[config.mk]
export PLATFORM = sky130hd
export DESIGN_NAME = priority_alternating_queue_arbiter
export DESIGN_NICKNAME = d
export VERILOG_FILES = /design/src/hdl/pqa_pkg.sv /design/src/hdl/pqa_ctrl.sv /design/src/hdl/pqa_datapath.sv /design/src/hdl/priority_alternating_queue_arbiter.sv
export SDC_FILE = /design/constraint.sdc
export NUM_CORES = 1
export LEC_CHECK = 0
export BUFFER_PORTS_ARGS = -buffer_cell sky130_fd_sc_hd__buf_2
export CORE_MARGIN = 2
export CORE_UTILIZATION = 55
export DETAILED_ROUTE_END_ITERATION = 8
export PLACE_DENSITY = 0.73
export RECOVER_POWER = 25
export SLEW_MARGIN = 10
export SYNTH_ARGS = -nofsm -noshare
export SYNTH_HDL_FRONTEND = slang
export SYNTH_SLANG_ARGS = --single-unit
[constraint.sdc]
create_clock -name clock -period 6.8 [get_ports clock]
set_clock_uncertainty 0.15 [all_clocks]
set_input_delay 0.34 -clock clock [delete_from_list [all_inputs] [get_ports clock]]
set_output_delay 0.34 -clock clock [all_outputs]
set_load 0.005 [all_outputs]
[src/hdl/pqa_pkg.sv]
`timescale 1ns / 1ps

package pqa_pkg;

   // Depth of each of the four request queues.
   localparam int QUEUE_DEPTH = 16;
   localparam int NUM_QUEUES  = 4;
   localparam int SLOT_W      = (QUEUE_DEPTH > 1) ? $clog2(QUEUE_DEPTH) : 1;
   localparam int CNT_W       = $clog2(QUEUE_DEPTH + 1);
   localparam int QSEL_W      = 2;
   localparam int ADDR_W      = QSEL_W + SLOT_W;
   localparam int MEM_WORDS   = NUM_QUEUES << SLOT_W;

   // Command codes of the input transaction.
   localparam logic CMD_ARRIVE   = 1'b0;
   localparam logic CMD_DISPATCH = 1'b1;

   // Status codes of the result transaction.
   typedef enum logic [1:0] {
      ST_QUEUED = 2'd0,
      ST_FULL   = 2'd1,
      ST_SERVED = 2'd2,
      ST_EMPTY  = 2'd3
   } status_type;

   typedef struct packed {
      logic       command;
      logic [7:0] requester_id;
      logic       goes_east;
      logic       high_priority;
   } req_item_type;

   typedef struct packed {
      logic [1:0]  status;
      logic [7:0]  served_id;
      logic        served_east;
      logic        served_high;
      logic [15:0] served_total;
   } rsp_item_type;

   // Commands from the controller to the datapath.
   typedef struct packed {
      logic load;
   } dp_cmd_type;

endpackage

[src/hdl/pqa_ctrl.sv]
`timescale 1ns / 1ps

module pqa_ctrl (
   input  logic                clock,
   input  logic                reset,
   input  logic                req_valid,
   output logic                req_ready,
   output logic                rsp_valid,
   input  logic                rsp_ready,
   output pqa_pkg::dp_cmd_type dp_cmd
);
   import pqa_pkg::*;

   typedef enum logic {
      S_EMPTY,
      S_HOLD
   } state_type;

   state_type state_ff;
   state_type state_in;
   logic      rsp_valid_ff;
   logic      rsp_valid_in;
   logic      load;

   // A new transaction is taken when the output slot is free or drains this cycle.
   // Nothing is taken while reset is high.
   assign req_ready   = ~reset & ((state_ff == S_EMPTY) | rsp_ready);
   assign load        = req_valid & req_ready;
   assign dp_cmd.load = load;
   assign rsp_valid   = rsp_valid_ff;

   // Next state: loading fills the output slot, a taken result empties it.
   always_comb begin
      state_in = state_ff;
      case (state_ff)
         S_EMPTY: begin
            if (load) state_in = S_HOLD;
         end
         S_HOLD: begin
            if (load)           state_in = S_HOLD;
            else if (rsp_ready) state_in = S_EMPTY;
         end
         default: state_in = S_EMPTY;
      endcase
      rsp_valid_in = (state_in == S_HOLD);
   end

   // State and registered valid.
   always_ff @(posedge clock) begin
      if (reset) begin
         state_ff     <= S_EMPTY;
         rsp_valid_ff <= 1'b0;
      end else begin
         state_ff     <= state_in;
         rsp_valid_ff <= rsp_valid_in;
      end
   end

endmodule

[src/hdl/pqa_datapath.sv]
`timescale 1ns / 1ps

module pqa_datapath (
   input  logic                  clock,
   input  logic                  reset,
   input  pqa_pkg::dp_cmd_type   dp_cmd,
   input  pqa_pkg::req_item_type req_data,
   output pqa_pkg::rsp_item_type rsp_data
);
   import pqa_pkg::*;

   logic [7:0]        mem [MEM_WORDS];

   logic [CNT_W-1:0]  count_ff [NUM_QUEUES];
   logic [CNT_W-1:0]  count_in [NUM_QUEUES];
   logic [SLOT_W-1:0] head_ff  [NUM_QUEUES];
   logic [SLOT_W-1:0] head_in  [NUM_QUEUES];
   logic [SLOT_W-1:0] tail_ff  [NUM_QUEUES];
   logic [SLOT_W-1:0] tail_in  [NUM_QUEUES];
   logic              last_east_ff;
   logic              last_east_in;
   logic [15:0]       total_ff;
   logic [15:0]       total_in;

   logic [1:0]        status_ff;
   logic [1:0]        status_in;
   logic              east_ff;
   logic              east_in;
   logic              high_ff;
   logic              high_in;
   logic [7:0]        rd_id_ff;

   logic [QSEL_W-1:0] arr_q;
   logic              arr_full;
   logic              hi_any;
   logic              lo_any;
   logic              lvl;
   logic              w_has;
   logic              e_has;
   logic              dir;
   logic [QSEL_W-1:0] disp_q;
   logic              do_write;
   logic              do_read;
   logic [ADDR_W-1:0] wr_addr;
   logic [ADDR_W-1:0] rd_addr;

   function automatic logic [SLOT_W-1:0] next_slot(input logic [SLOT_W-1:0] p);
      if (p == SLOT_W'(QUEUE_DEPTH - 1)) next_slot = '0;
      else                               next_slot = p + SLOT_W'(1);
   endfunction

   // Queue selection for arrivals and for dispatch.
   always_comb begin
      arr_q    = {req_data.high_priority, req_data.goes_east};
      arr_full = (count_ff[arr_q] == CNT_W'(QUEUE_DEPTH));
      hi_any   = (count_ff[2] != '0) | (count_ff[3] != '0);
      lo_any   = (count_ff[0] != '0) | (count_ff[1] != '0);
      lvl      = hi_any;
      w_has    = (count_ff[{lvl, 1'b0}] != '0);
      e_has    = (count_ff[{lvl, 1'b1}] != '0);
      if (w_has & e_has) dir = ~last_east_ff;
      else               dir = e_has;
      disp_q   = {lvl, dir};
      wr_addr  = {arr_q, tail_ff[arr_q]};
      rd_addr  = {disp_q, head_ff[disp_q]};
   end

   // Next values of queue pointers, counters and the result fields.
   always_comb begin
      count_in     = count_ff;
      head_in      = head_ff;
      tail_in      = tail_ff;
      last_east_in = last_east_ff;
      total_in     = total_ff;
      status_in    = status_ff;
      east_in      = east_ff;
      high_in      = high_ff;
      do_write     = 1'b0;
      do_read      = 1'b0;
      if (dp_cmd.load) begin
         east_in = 1'b0;
         high_in = 1'b0;
         if (req_data.command == CMD_ARRIVE) begin
            if (arr_full) begin
               status_in = ST_FULL;
            end else begin
               do_write        = 1'b1;
               tail_in[arr_q]  = next_slot(tail_ff[arr_q]);
               count_in[arr_q] = count_ff[arr_q] + CNT_W'(1);
               status_in       = ST_QUEUED;
            end
         end else if (hi_any | lo_any) begin
            do_read          = 1'b1;
            head_in[disp_q]  = next_slot(head_ff[disp_q]);
            count_in[disp_q] = count_ff[disp_q] - CNT_W'(1);
            last_east_in     = dir;
            total_in         = total_ff + 16'd1;
            status_in        = ST_SERVED;
            east_in          = dir;
            high_in          = lvl;
         end else begin
            status_in = ST_EMPTY;
         end
      end
   end

   // Queue storage with registered read data.
   always_ff @(posedge clock) begin
      if (do_write) mem[wr_addr] <= req_data.requester_id;
      if (do_read)  rd_id_ff     <= mem[rd_addr];
   end

   // Control state.
   always_ff @(posedge clock) begin
      if (reset) begin
         for (int i = 0; i < NUM_QUEUES; i++) begin
            count_ff[i] <= '0;
            head_ff[i]  <= '0;
            tail_ff[i]  <= '0;
         end
         last_east_ff <= 1'b1;
         total_ff     <= '0;
      end else begin
         count_ff     <= count_in;
         head_ff      <= head_in;
         tail_ff      <= tail_in;
         last_east_ff <= last_east_in;
         total_ff     <= total_in;
      end
   end

   // Result payload registers.
   always_ff @(posedge clock) begin
      status_ff <= status_in;
      east_ff   <= east_in;
      high_ff   <= high_in;
   end

   // The served id is only meaningful on a dispatch.
   assign rsp_data.status       = status_ff;
   assign rsp_data.served_id    = (status_ff == ST_SERVED) ? rd_id_ff : 8'd0;
   assign rsp_data.served_east  = east_ff;
   assign rsp_data.served_high  = high_ff;
   assign rsp_data.served_total = total_ff;

endmodule

[src/hdl/priority_alternating_queue_arbiter.sv]
`timescale 1ns / 1ps
// Channel   Ports                           Payload
// req       req_valid, req_ready, req_data  req_item_type: command, id, direction, priority
// rsp       rsp_valid, rsp_ready, rsp_data  rsp_item_type: status, served fields, total
//
// Each transaction's result appears in the cycle after acceptance; it is held in
// the result register and comes from the registered queue-memory read.
// A new transaction is accepted in the same cycle the pending result is taken,
// so the block sustains one transaction per cycle when rsp_ready stays high.
// While a result waits for rsp_ready, req_ready is low.
// Reset (synchronous, active high) empties all queues and sets the last
// served direction to east; the queue memory itself is not cleared.

module priority_alternating_queue_arbiter (
   input  logic                  clock,
   input  logic                  reset,
   input  logic                  req_valid,
   output logic                  req_ready,
   input  pqa_pkg::req_item_type req_data,
   output logic                  rsp_valid,
   input  logic                  rsp_ready,
   output pqa_pkg::rsp_item_type rsp_data
);
   import pqa_pkg::*;

   dp_cmd_type dp_cmd;

   // Handshake control.
   pqa_ctrl u_ctrl (
      .clock     (clock),
      .reset     (reset),
      .req_valid (req_valid),
      .req_ready (req_ready),
      .rsp_valid (rsp_valid),
      .rsp_ready (rsp_ready),
      .dp_cmd    (dp_cmd)
   );

   // Queues, selection and result registers.
   pqa_datapath u_datapath (
      .clock    (clock),
      .reset    (reset),
      .dp_cmd   (dp_cmd),
      .req_data (req_data),
      .rsp_data (rsp_data)
   );

endmodule

After elaboration in Yosys (flattened, before gate mapping)
Memory sizes are Yosys's and may differ from the RTL's. A register that Yosys moved wholly into a read port is not among the register bits.
Cells that the tools add are included.
{ "word_totals": {"regBits": 74, "mem_bits_rw": 512, "in_bits": 15, "output_inout_bits": 30, "wordCells": 122, "memories": 1} }
{ "memory_table": {"columns": ["name", "depth", "word_bits", "read_ports", "rd_clocked_by_memory_dff", "write_ports", "line_no", "rtl"], "rows": [
  ["u_datapath.mem", 64, 8, 1, 1, 1, "pqa_datapath.sv:12", "logic [7:0] mem [MEM_WORDS];"]
]} }
{ "op_classes": {"addsub": 5, "n_lt_le_gt_ge": 6, "n_eq_ne": 6, "n_mux": 58, "n_bitwise": 16, "reduce_logical": 12} }
{ "ops": {"columns": ["cell", "count"], "rows": [
  ["$mux W20", 3],
  ["$mux W4", 14],
  ["$mux W5", 10],
  ["$bmux W5 S2", 4],
  ["$bwmux W20", 2],
  ["$bwmux W16", 2],
  ["$reduce_bool A5 Y1", 6],
  ["$demux W5 S2", 2],
  ["$add A16 B1 Y16 const B", 1],
  ["$bmux W4 S2", 2],
  ["$demux W4 S2", 2],
  ["$mux W1", 14],
  ["$ge A3 B3 Y1 const B", 4],
  ["$not A2 Y3", 4],
  ["$reduce_and A3 Y1", 3],
  ["$add A4 B1 Y4 const B", 2],
  ["$eq A4 B4 Y1 const B", 2],
  ["$mux W8", 1],
  ["$lt A3 B1 Y1 const B", 2],
  ["$add A5 B1 Y5 const B", 1],
  ["$eq A5 B5 Y1 const B", 1],
  ["$not A1 Y1", 5],
  ["$sub A5 B1 Y5 const B", 1],
  ["$or A1 B1 Y1", 4],
  ["other kinds (8)", 11]
]} }

Depth between registers and ports, before layout
{ "depth": {"ltp_word": 19, "depth_mapped": 14, "ltp_nobuf": 12} }

By module
From an unflattened synthesis, not the netlist that was laid out.
{ "unflattened": {"cells_unflattened": 1778, "hier_area_um2": 24750.0} }
{ "by_module_without_submodules": {"columns": ["module", "n_inst", "cells_per_inst", "area_per_inst_um2", "seq_area_each_um2"], "rows": [
  ["pqa_datapath", 1, 1773, 24689.9, 17116.4],
  ["pqa_ctrl", 1, 5, 60.1, 20.0]
]} }

Worst setup path before layout
No wires, ideal clock.
{ "synth_path": {"path_type": "input port to flip-flop", "from": "input req_data[1] (netlist bit)", "to": "memory u_datapath.mem[10][0], enable pin", "setup_time_ns": 0.370, "t_arrival_ns": 3.077, "path_slack_ns": 3.202, "stages": 10, "path_cell_list": "buf_2 clkbuf_1 mux4_2 inv_1 ha_1 a31oi_1 nand2_1 nor3_1 nand2_1 nor2_1"} }
{ "synth_between": {"elab_chain_len": 10} }
{ "synth_rtl": {"columns": ["item", "line_no", "rtl"], "rows": [
  ["from (decl)", "priority_alternating_queue_arbiter.sv:19", "input pqa_pkg::req_item_type req_data,"],
  ["$not A2 Y3 (not written as such)", "pqa_datapath.sv:55, pqa_datapath.sv:64", null],
  ["$bmux W5 S2", "pqa_datapath.sv:55", "arr_full = (count_ff[arr_q] == CNT_W'(QUEUE_DEPTH));"],
  ["$mux W5 (not written as such) (2 in a row)", "pqa_datapath.sv:55", null],
  ["$eq A5 B5 Y1", "pqa_datapath.sv:55", null],
  ["$mux W1", "pqa_datapath.sv:84", "if (arr_full) begin"],
  ["$mux W1", "pqa_datapath.sv:83", "if (req_data.command == CMD_ARRIVE) begin"],
  ["$mux W1", "pqa_datapath.sv:80", "if (dp_cmd.load) begin"],
  ["$mux W1", "pqa_datapath.sv:109", "if (do_write) mem[wr_addr] <= req_data.requester_id;"],
  ["$mux W1 (not written as such)", "pqa_datapath.sv:109", null],
  ["to (decl)", "pqa_datapath.sv:12", null]
]} }
Several ways; a longest one is shown, not always the timed one. The select of a mux whose other input is x is not followed.

Final worst setup path
{ "layout_path": {"from": "register u_datapath.count_ff[5] (netlist bit)", "to": "register u_datapath.rd_id_ff[1] (read register of u_datapath.mem) (data pin)"} }
{ "layout_between": {"elab_chain_len": 13} }
{ "layout_rtl": {"columns": ["item", "line_no", "rtl"], "rows": [
  ["from (decl)", "pqa_datapath.sv:14", "logic [CNT_W-1:0] count_ff [NUM_QUEUES];"],
  ["from (signal assigned)", "pqa_datapath.sv:124", "count_ff <= count_in;"],
  ["$reduce_bool A5 Y1", "pqa_datapath.sv:56", "hi_any = (count_ff[2] != '0) | (count_ff[3] != '0);"],
  ["$or A1 B1 Y1", "pqa_datapath.sv:56", null],
  ["$not A2 Y3, on equally long branches", "pqa_datapath.sv:59, pqa_datapath.sv:60", null],
  ["$bmux W5 S2, on equally long branches", "pqa_datapath.sv:59, pqa_datapath.sv:60", null],
  ["$mux W5, on equally long branches (2 in a row)", "pqa_datapath.sv:59, pqa_datapath.sv:60", null],
  ["$reduce_bool A5 Y1, on equally long branches", "pqa_datapath.sv:59, pqa_datapath.sv:60", null],
  ["$and A1 B1 Y1", "pqa_datapath.sv:61", "if (w_has & e_has) dir = ~last_east_ff;"],
  ["$mux W1", "pqa_datapath.sv:61", null],
  ["$not A2 Y3 (not written as such)", "pqa_datapath.sv:65", "rd_addr = {disp_q, head_ff[disp_q]};"],
  ["$bmux W4 S2", "pqa_datapath.sv:65", null],
  ["$mux W4 (not written as such) (2 in a row)", "pqa_datapath.sv:65", null],
  ["to (decl)", "pqa_datapath.sv:31", "logic [7:0] rd_id_ff;"]
]} }
Several ways; a longest one is shown, not always the timed one. The select of a mux whose other input is x is not followed.
A chain may end at the register's enable or synchronous reset.

==> qor.yml <==
min_path:
  worstHoldPathType: "input port to register"
  min_to: "u_datapath.total_ff[6]$_SDFFE_PP0P_"
  holdPathStages: 3
  min_from: "reset"
grt:
  met3_usage_pct: 5.69
  use_met1_pct: 38.7
  grt_usage_pct: 27.9
  busiest_layer: "met2"
  gr-total-overflow: 0
  grt_max_degree: 91
  antenna_found_initial: 0
  grt_pass1_vias: 15800
  grt_pass1_wl_mm: 98.4
  grt_use_met2_pct: 43.7
timing:
  max_slew.worst_pin.slew_ns: 3.34
  timing.fmax_mhz: 176
  drv_slew: 455
  rsz0062_at_grt: "no"
  relSlewSlack_pct: -123
  fin_setup_tns_ns: 0
  fin_hold_ws_ns: 0.190
  period_needed_ns: 5.68
  finalCritPeriodShare_pct: 83.5
  finalSetupViolCount: 0
  layout_setup_ws_ns: 1.12
  hold_viol: 0
flow_run:
  drv_cap: 7
floorplan:
  dieArea_mm2: 0.0465
  io_pins: 45
  fp.coreArea_mm2: 0.0442
  chipWidth_um: 216
  row_count: 77
  initial_core_util_pct: 55.7
  die_height_um: 216
detailed_routing:
  drtIter0Drc: 2304
  dr.pass1.iters: 7
  drtAntennaViolNets: 0
  wl_mm: 64.9
  drc: 0
  avgViaCountPerCell: 6.54
  dr_total_vias: 16500
  avgRoutedWirePerCell_um: 25.7
layout:
  final_cells: 2529
  nets: 1913
  n_antenna_cell: 0
  utilization_pct: 61.7
  drive_gt1_share_pct: 12.0
  synthToLayoutAreaGrowth_pct: 10.8
setup_path:
  rr_startpoint: "u_datapath.count_ff[5]$_SDFFE_PP0P_"
  rr_worst_depth: 11
  critPathKind: "register to register"
  endpoint_kind: "register"
  reg2reg_to: "u_datapath.rd_id_ff[1]$_DFFE_PP_"
  worstPathRequired_ns: 7.00
  arrival_ns: 5.88
  crit_fanout: 64
  r2r_slack_ns: 1.12
  worstSetupStartpointType: "register"
clock_tree:
  cts_sinks: 594
  numCtsBuffers: 57
  h-tree-depth: 2
  cts-resized-gates: 0
  cts_root_buffer: "clkbuf_16"
  clk_latency_ns: 0.64
  cts_setup_buffers: 0
  tritoncts: "done"
  clkSlewWorstSetupHoldPaths_ns: 0.06
  clk_path_buf_depth: 3
placement:
  io_buffers: 44
  gp_congestion: 0.891
  placed_cells: 2422
  hpwl_mm: 40.1
  place_ws_ns: 1.35
synthesis:
  netlist_area_mm2: 0.0247
  yosysSeqAreaShare_pct: 69.5
  syn_inst: 1882
  synth.area.top_cells: "edfxtp_1 64%, dfxtp_1 5.7%, a211oi_1 3.8%"
  yosysTopAreaCellShare_pct: 63.8
  synth-edff-count: 524
  synth_fp_nets: 1903
  yosysUniqueCellTypes: 67
  avgSynthCellArea_um2: 13.1
  synth_flop_cell: "edfxtp_1"
  synth_seq_cells: 594
  synth_warnings: 0
  async_reset_ff_share_pct: 0
  yosysTopAreaCell: "edfxtp_1"
power:
  leakage_nw: 9.14
  vdd_drop_max_mv: 0.276
  power_density_mw_per_mm2: 313
outcome:
  outcome: "complete, but fails checks"
  violations: "max-capacitance violations, max-slew violations"
[what timing repair did]
action / in CTS / in global routing
endpoints found under the hold margin: 2 / 0
setup endpoints to repair: 0 / 0
hold buffers: 3 / 0
[stage by stage]
stage	cell area, µm²	total power [W]
detailed placement	25300	0.00526
finish	27300	0.00855
global route	27300	0.00878
global placement	25300	0.00525
floorplan	24700	0.00486
CTS	27300	0.00854
[cell families (layout without fill, tap and decap cells)]
logic type,Yosys count,after routing,synth area share [%]
simple gates,660,660,12.7
flops,594,594,69.5
compound gates,418,418,11.9
buf+inv,137,192,2.48
mux,47,47,2.42
xor+xnor,20,20,0.711
fa+ha+maj,6,6,0.305
[cell usage after synthesis, types with 7 or more instances]
library cell,number
nand2_1,200
or2_2,11
mux4_2,9
inv_1,11
mux2i_1,34
buf_4,9
a41oi_1,8
nand4_1,15
nor2_1,162
buf_2,33
a221oi_1,17
dfxtp_1,70
a211oi_1,124
o221a_2,7
xor2_1,14
nor4_1,25
a22oi_1,24
a21oi_1,100
o21ai_0,40
a31o_2,28
nor3_1,21
a31oi_1,33
clkbuf_1,73
and3_1,99
and2_1,11
a221o_1,8
edfxtp_1,524
or3_1,9
nand3_1,82
[critical path, stage by stage, from the launching register on]
cell,delay (ns)
dfxtp_1,0.34
or4_4,0.59
or2_1,0.27
o41a_1,0.47
o21a_4,0.31
nand2_8,0.45
clkinv_2,0.89
buf_4,0.65
a21oi_1,0.22
a221oi_1,0.13
a2111oi_2,0.65
nand4_1,0.15
[how the worst max path moves through the flow]
stage                                   startpoint                               end  slack (ns)  cells after the start
2_1_floorplan                          req_data[1]   u_datapath.mem[10][0]$_DFFE_PP_        3.20                     10
3_3_place_gp   u_datapath.count_ff[5]$_SDFFE_PP0P_  u_datapath.rd_id_ff[1]$_DFFE_PP_        1.48                     11
3_5_place_dp   u_datapath.count_ff[5]$_SDFFE_PP0P_  u_datapath.rd_id_ff[6]$_DFFE_PP_        1.35                     11
4_1_cts        u_datapath.count_ff[5]$_SDFFE_PP0P_  u_datapath.rd_id_ff[6]$_DFFE_PP_        1.36                     11
5_1_grt        u_datapath.count_ff[5]$_SDFFE_PP0P_  u_datapath.rd_id_ff[1]$_DFFE_PP_        0.85                     11
6_report       u_datapath.count_ff[5]$_SDFFE_PP0P_  u_datapath.rd_id_ff[1]$_DFFE_PP_        1.12                     11
[layout by cell type, fill, tap and decap left out, drive strengths merged, types with 26 or more instances in the layout]
cell type | synthesis | layout
a211oi | 125 | 125
a21oi | 102 | 102
a31o | 28 | 28
a31oi | 33 | 33
and3 | 99 | 99
buf | 51 | 64
clkbuf | 73 | 74
dfxtp | 70 | 70
edfxtp | 524 | 524
mux2i | 34 | 34
nand2 | 201 | 201
nand3 | 82 | 82
nor2 | 163 | 163
nor4 | 26 | 26
o21ai | 44 | 44
[metal layers]
metal / share of wire [%] / up-vias / wire length (µm)
met1: 39 / 8092 / 25000
met2: 47 / 1023 / 30600
met3: 10 / 151 / 6720
met4: 3.9 / 0 / 2540
li1: - / 7268 / -
met5: 0 / - / 0
[area by class of cell]
type                            instances  area (µm²)
Multi-Input combinational cell       1151        6970
Clock inverter                         38         480
Tap cell                              592         741
Inverter                               13        50.0
Fill cell                            3273       16900
Sequential cell                       594       17100
Timing Repair Buffer                   75         433
Clock buffer                           66        1490
[flip-flops by register name (all words and copies together), names as in the netlist]
register / flops
u_datapath.total_ff: 16
u_datapath.mem: 512
u_ctrl.state_ff: 1
u_datapath.east_ff: 1
u_datapath.last_east_ff: 1
u_datapath.count_ff: 20
u_datapath.tail_ff: 16
u_datapath.status_ff: 2
u_datapath.head_ff: 16
u_datapath.high_ff: 1
u_datapath.rd_id_ff: 8
[where the power goes]
part / switching (W) / internal (W) / leakage [nW]
registers: 0.0000134 / 0.00400 / 5.28
logic: 0.000896 / 0.000312 / 2.91
clock network: 0.00137 / 0.00195 / 0.947
Note: power is estimated with default switching activity, not from simulation.
